--- src/hdl/rgp_pkg.sv ---
// Shared widths, types and layout helpers for the RGB gradient pixel block.
package rgp_pkg;

   localparam int MAX_WIDTH_DEF = 4096;
   localparam int DEPTH_W       = 5;
   localparam logic [DEPTH_W-1:0] DEPTH_RESET = 5'd16;
   localparam int PIX_W   = 30;
   localparam int SPAN_W  = 13;
   localparam int IDX_W   = 12;
   localparam int CH_W    = 11;
   localparam int PROD_W  = IDX_W + CH_W;
   localparam int NUM_W   = PROD_W + 2;
   localparam int LANE_LAT = NUM_W + 2;
   localparam int REQ_DATA_W = 88;
   localparam int RSP_DATA_W = 32;

   typedef struct packed {
      logic [CH_W-1:0] s;
      logic [CH_W-1:0] e;
      logic [CH_W-1:0] mask;
   } chan_type;

   typedef struct packed {
      logic [3:0] k;
      logic [3:0] gbits;
      logic [4:0] roff;
   } layout_type;

   function automatic layout_type layout(input logic [DEPTH_W-1:0] d);
      logic [8:0] prod;
      logic [3:0] k;
      logic [4:0] r;
      layout_type l;
      prod = 9'(d) * 9'd11;
      k = prod[8:5];
      r = d - 5'({k, 1'b0} + {1'b0, k});
      l.k = k;
      l.gbits = k + ((r == 5'd1) ? 4'd1 : 4'd0);
      l.roff = 5'({k, 1'b0}) + r + ((r == 5'd2) ? 5'd1 : 5'd0);
      return l;
   endfunction

   function automatic logic [CH_W-1:0] low_mask(input logic [3:0] bits);
      logic [CH_W:0] m;
      m = (CH_W+1)'(1) << bits;
      return CH_W'(m - (CH_W+1)'(1));
   endfunction

endpackage

--- src/hdl/rgp_lane.sv ---
// One colour channel: step multiply, bit-per-stage divider, clamp.
module rgp_lane #(
   parameter int WW = 12
) (
   input  logic                      clock,
   input  logic                      en,
   input  rgp_pkg::chan_type         chan,
   input  logic [rgp_pkg::IDX_W-1:0] idx,
   input  logic [WW-1:0]             w1,
   input  logic                      one,
   output logic [rgp_pkg::CH_W-1:0]  res
);
   localparam int CW = rgp_pkg::CH_W;
   localparam int NW = rgp_pkg::NUM_W;
   localparam int PW = rgp_pkg::PROD_W;
   localparam int DW = WW + 1;

   logic [CW-1:0] s_ff [0:NW+1];
   logic [CW-1:0] m_ff [0:NW+1];
   logic          dir_ff [0:NW+1];
   logic          one_ff [0:NW+1];
   logic [PW-1:0] prod_ff;
   logic [WW-1:0] w1a_ff;
   logic [NW-1:0] num_ff [0:NW];
   logic [NW-1:0] q_ff [0:NW];
   logic [DW-1:0] rem_ff [0:NW];
   logic [DW-1:0] d_ff [0:NW];

   logic [CW-1:0] diff_in;
   logic          dir_in;
   assign dir_in  = chan.s >= chan.e;
   assign diff_in = dir_in ? (chan.s - chan.e) : (chan.e - chan.s);

   always_ff @(posedge clock) begin
      if (en) begin
         s_ff[0]   <= chan.s;
         m_ff[0]   <= chan.mask;
         dir_ff[0] <= dir_in;
         one_ff[0] <= one;
         prod_ff   <= PW'(idx) * PW'(diff_in);
         w1a_ff    <= w1;
         s_ff[1]   <= s_ff[0];
         m_ff[1]   <= m_ff[0];
         dir_ff[1] <= dir_ff[0];
         one_ff[1] <= one_ff[0];
         num_ff[0] <= {1'b0, prod_ff, 1'b0} + NW'(w1a_ff);
         d_ff[0]   <= {w1a_ff, 1'b0};
         rem_ff[0] <= '0;
         q_ff[0]   <= '0;
      end
   end

   for (genvar i = 1; i <= NW; i++) begin : g_div
      logic [DW:0] trial;
      logic        ge;
      assign trial = {rem_ff[i-1], num_ff[i-1][NW-1]};
      assign ge    = trial >= {1'b0, d_ff[i-1]};
      always_ff @(posedge clock) begin
         if (en) begin
            rem_ff[i]   <= ge ? DW'(trial - {1'b0, d_ff[i-1]}) : DW'(trial);
            q_ff[i]     <= {q_ff[i-1][NW-2:0], ge};
            num_ff[i]   <= {num_ff[i-1][NW-2:0], 1'b0};
            d_ff[i]     <= d_ff[i-1];
            s_ff[i+1]   <= s_ff[i];
            m_ff[i+1]   <= m_ff[i];
            dir_ff[i+1] <= dir_ff[i];
            one_ff[i+1] <= one_ff[i];
         end
      end
   end

   logic [NW-1:0] mag;
   logic [NW-1:0] s_x;
   logic [NW-1:0] head;
   assign mag  = q_ff[NW];
   assign s_x  = NW'(s_ff[NW+1]);
   assign head = NW'(m_ff[NW+1] - s_ff[NW+1]);

   always_comb begin
      if (one_ff[NW+1]) begin
         res = s_ff[NW+1];
      end else if (dir_ff[NW+1]) begin
         res = (mag > s_x) ? '0 : CW'(s_x - mag);
      end else begin
         res = (mag > head) ? m_ff[NW+1] : CW'(s_x + mag);
      end
   end
endmodule

--- config.mk ---
export PLATFORM = sky130hd
export DESIGN_NAME = rgp_lane
export DESIGN_NICKNAME = d
export VERILOG_FILES = /design/src/hdl/rgp_pkg.sv /design/src/hdl/rgp_lane.sv
export SDC_FILE = /design/constraint.sdc
export NUM_CORES = 2
export LEC_CHECK = 0
export ABC_AREA = 0
export BUFFER_PORTS_ARGS = -buffer_cell sky130_fd_sc_hd__buf_2
export CAP_MARGIN = 20
export CORE_AREA = 2 2 601 483
export DETAILED_ROUTE_END_ITERATION = 8
export DIE_AREA = 0 0 603 485
export PLACE_DENSITY_LB_ADDON = 0.1
export SLEW_MARGIN = 25
export SYNTH_ARGS = -nofsm -noshare
export SYNTH_HDL_FRONTEND = slang
export SYNTH_SLANG_ARGS = --single-unit
--- constraint.sdc ---
create_clock -name clock -period 16.9 [get_ports clock]
set_input_delay 3.38 -clock clock [delete_from_list [all_inputs] [get_ports clock]]
set_output_delay 3.38 -clock clock [all_outputs]
set_load 0.01 [all_outputs]
==> flow_metrics.py <==
metrics = {
    "outcome": {
        "status": "finished, final reports clean",
    },
    "logic_synthesis": {
        "yosysWarnings": 0,
        "netlist_top_cells_area": "edfxtp_1 67%, ha_1 6.6%, mux2_2 2.9%",
        "async_flop_share": 0,
        "yosysTopAreaCell": "edfxtp_1",
        "synth_compound_area_frac": 0.0643,
        "synth_common_cells": "1920 x edfxtp_1, 588 x inv_1, 448 x ha_1",
        "synth_xor_area_frac": 0.0277,
        "syn_inst": 5762,
        "ys_ff_latch": 1920,
        "synth-seq-area-share": 0.674,
        "synthMuxAreaShare": 0.0364,
        "yosysUniqueCellTypes": 85,
        "synth_edf_count": 1920,
        "synth_top_cell_area_share": 0.674,
        "synth_most_common_cell": "edfxtp_1",
        "syn_avg_cell_area_um2": 14.8,
        "synthesis.area_um2": 85500,
        "synth_ff_type": "edfxtp_1",
        "synth_fa_ha_area_frac": 0.0931,
        "synth_top_family_by_area": "adder cells",
        "synth-simple-area-share": 0.0710,
    },
    "timing": {
        "rsz0062_at_grt": "false",
        "min_period_ns": 11.13,
        "clock_skew_ns": 0.0717,
        "setup_tns_ns": 0,
        "worstMarginPinSlew_ns": 1.12,
        "slew_violations": 0,
        "finalCritPeriodShare": 0.659,
        "max_freq_mhz": 89.8,
        "hold_viol_final": 0,
        "worst_slack_ns": 5.77,
        "slew-limit-headroom": 0.253,
        "setup_viol": 0,
    },
    "power_and_ir_drop": {
        "power_w": 0.0169,
        "leakagePower_nw": 36.0,
        "power_density_nw_per_um2": 174,
        "p_clk_frac": 0.255,
        "power_switching_w": 0.00541,
        "comb_power_share": 0.350,
        "pwr-share-seq": 0.395,
        "swShare": 0.319,
        "p_int_w": 0.0115,
        "peakVddDrop_mv": 0.204,
    },
    "setup_path": {
        "path_max_fanout": 57,
        "reg2reg_from": "rem_ff[20][4]",
        "critPathKind": "in -> reg",
        "critical-path-max-stage-delay_ns": 0.68,
        "cp-startpoint": "chan[13]",
        "r2r_slack_ns": 13.75,
        "path_buf_inv": 6,
        "cp-start-kind": "primary input",
        "cp_data_required_time_ns": 17.50,
        "slowest_stage": "ha_1",
        "end_kind": "flip-flop",
        "critPathArrivalTime_ns": 11.73,
        "crit_family": "adder cells",
        "timing.critical_path.mode_cell": "fa_1",
    },
    "floorplanning": {
        "die-height_um": 485,
        "rows": 176,
        "num_io_pins": 71,
        "die_x_um": 603,
        "dieArea_um2": 292000,
        "start_util": 0.299,
        "coreArea_um2": 286000,
    },
    "global_routing": {
        "gr-total-overflow": 0,
        "grt_use_total": 0.117,
        "grt_max_degree": 186,
        "grt_pass1_vias": 45300,
        "grt_pass1_wl_um": 272000,
        "antenna_found_initial": 9,
    },
    "routing": {
        "drtIter0Drc": 3419,
        "final_antenna_net_count": 0,
        "met1_length_um": 87100,
        "wl_per_cell_um": 17.5,
        "routed.top_layer": "met4",
        "met3_length_um": 7030,
        "met2_length_um": 74900,
        "drc": 0,
        "num_vias": 45100,
        "wl_um": 174000,
        "drt_first_pass_iters": 7,
        "vias_per_cell": 4.54,
    },
    "clocking": {
        "clk_pin_slew_ns": 0.06,
        "cts_max_level": 4,
        "cts-buffers-inserted": 208,
        "clock_latency_ns": 0.87,
        "cts_tree": "done",
        "clockRootBuffer": "clkbuf_16",
        "clockBufferDepth": 4,
        "postCtsSetupBuffers": 0,
        "cts_resized": 0,
        "cts_hold_buf": 0,
        "clock-sinks": 1920,
    },
    "finish": {
        "drive_gt1_frac": 0.111,
        "fin_nets": 6582,
        "area_growth_pct": 13.7,
    },
    "placement": {
        "dp_hpwl_um": 118000,
        "dpl_worst_slack_ns": 5.00,
        "io_buffers": 70,
        "place.gp.congestion": 0.806,
    },
    "worst_hold_path": {
        "hp-class": "reg -> reg",
        "hp-start": "dir_ff[0][13]",
    },
    "job": {
        "maxCapViolCount": 0,
    },
}
## path summary, 6_finish.rpt
kind	endpoint	cells past startpoint
worst max-delay path	prod_ff[20]	26
worst min-delay path	dir_ff[0][14]	0
worst max register to register	rem_ff[21][4]	9
worst min register to register	dir_ff[0][14]	0
## registers in the layout, summed over array words and instances, names as in the netlist
register	cells
d_ff	291
dir_ff	27
m_ff	297
num_ff	309
one_ff	27
prod_ff	23
q_ff	325
rem_ff	312
s_ff	297
w1a_ff	12
## layer usage
layer,track usage,vias up
li1,-,22000
met1,0.173,22100
met2,0.174,821
met3,0.0207,319
met4,0.0364,0
met5,0,-
## power by group through the flow
stage / combinational, W / sequential, W / clock (W)
floorplan: 0.00452 / 0.00660 / 0
global placement: 0.00591 / 0.00680 / 0
detailed placement: 0.00597 / 0.00681 / 0
CTS: 0.00603 / 0.00671 / 0.00452
global route: 0.00672 / 0.00677 / 0.00470
finish: 0.00593 / 0.00669 / 0.00431
## stage by stage
step	instances	hold WS, ns	instance area [um2]	util
final	9944	0.354	97200	0.339
after global placement	9572	0.400	90700	0.317
after CTS	9940	0.353	97200	0.339
after detailed placement	9573	0.405	90800	0.317
after global routing	9942	0.355	97200	0.339
after floorplan	5767	0.400	85600	-
## area by class of cell
| class | instances | area (um2) |
|---|---|---|
| clock buffers | 255 | 5450 |
| well taps | 3827 | 4790 |
| repair buffers | 120 | 840 |
| inverters | 590 | 2210 |
| diodes | 4 | 10.0 |
| fillers | 27600 | 189000 |
| flip-flops and latches | 1920 | 57700 |
| clock inverters | 112 | 941 |
| multi-input cells | 3116 | 25400 |
## cell families after synthesis
family / Yosys count
AO/OA/AOI/OAI: 800
XOR/XNOR: 271
adder cells (fa/ha/maj): 566
buffers and inverters: 731
flip-flops: 1920
multiplexers: 282
other: 1
AND/OR/NAND/NOR: 1191
## cells in the final DEF (no fill, tap or decap), types with 23 or more instances in the layout
cell type and instances:
nand2b_1 67, nor2_1 234, mux2_2 218, nor2b_1 96, nand2_1 214, a311oi_1 35, or3_1 72, inv_1 588
buf_2 69, and3_1 40, mux2i_1 52, ha_1 448, a211oi_1 38, o21ai_0 135, o31ai_1 35, edfxtp_1 1920
o211ai_1 51, a21oi_1 194, nand3_1 140, nor3_1 168, clkinv_2 28, xor2_1 104, clkinv_1 55, clkbuf_16 211
o221ai_1 26, a21o_1 51, buf_4 42, nand4_1 54, a22oi_1 40, xnor2_1 167, clkbuf_1 44, nand4b_1 23
fa_1 118
No activity file was read; power rests on OpenSTA's default activity.
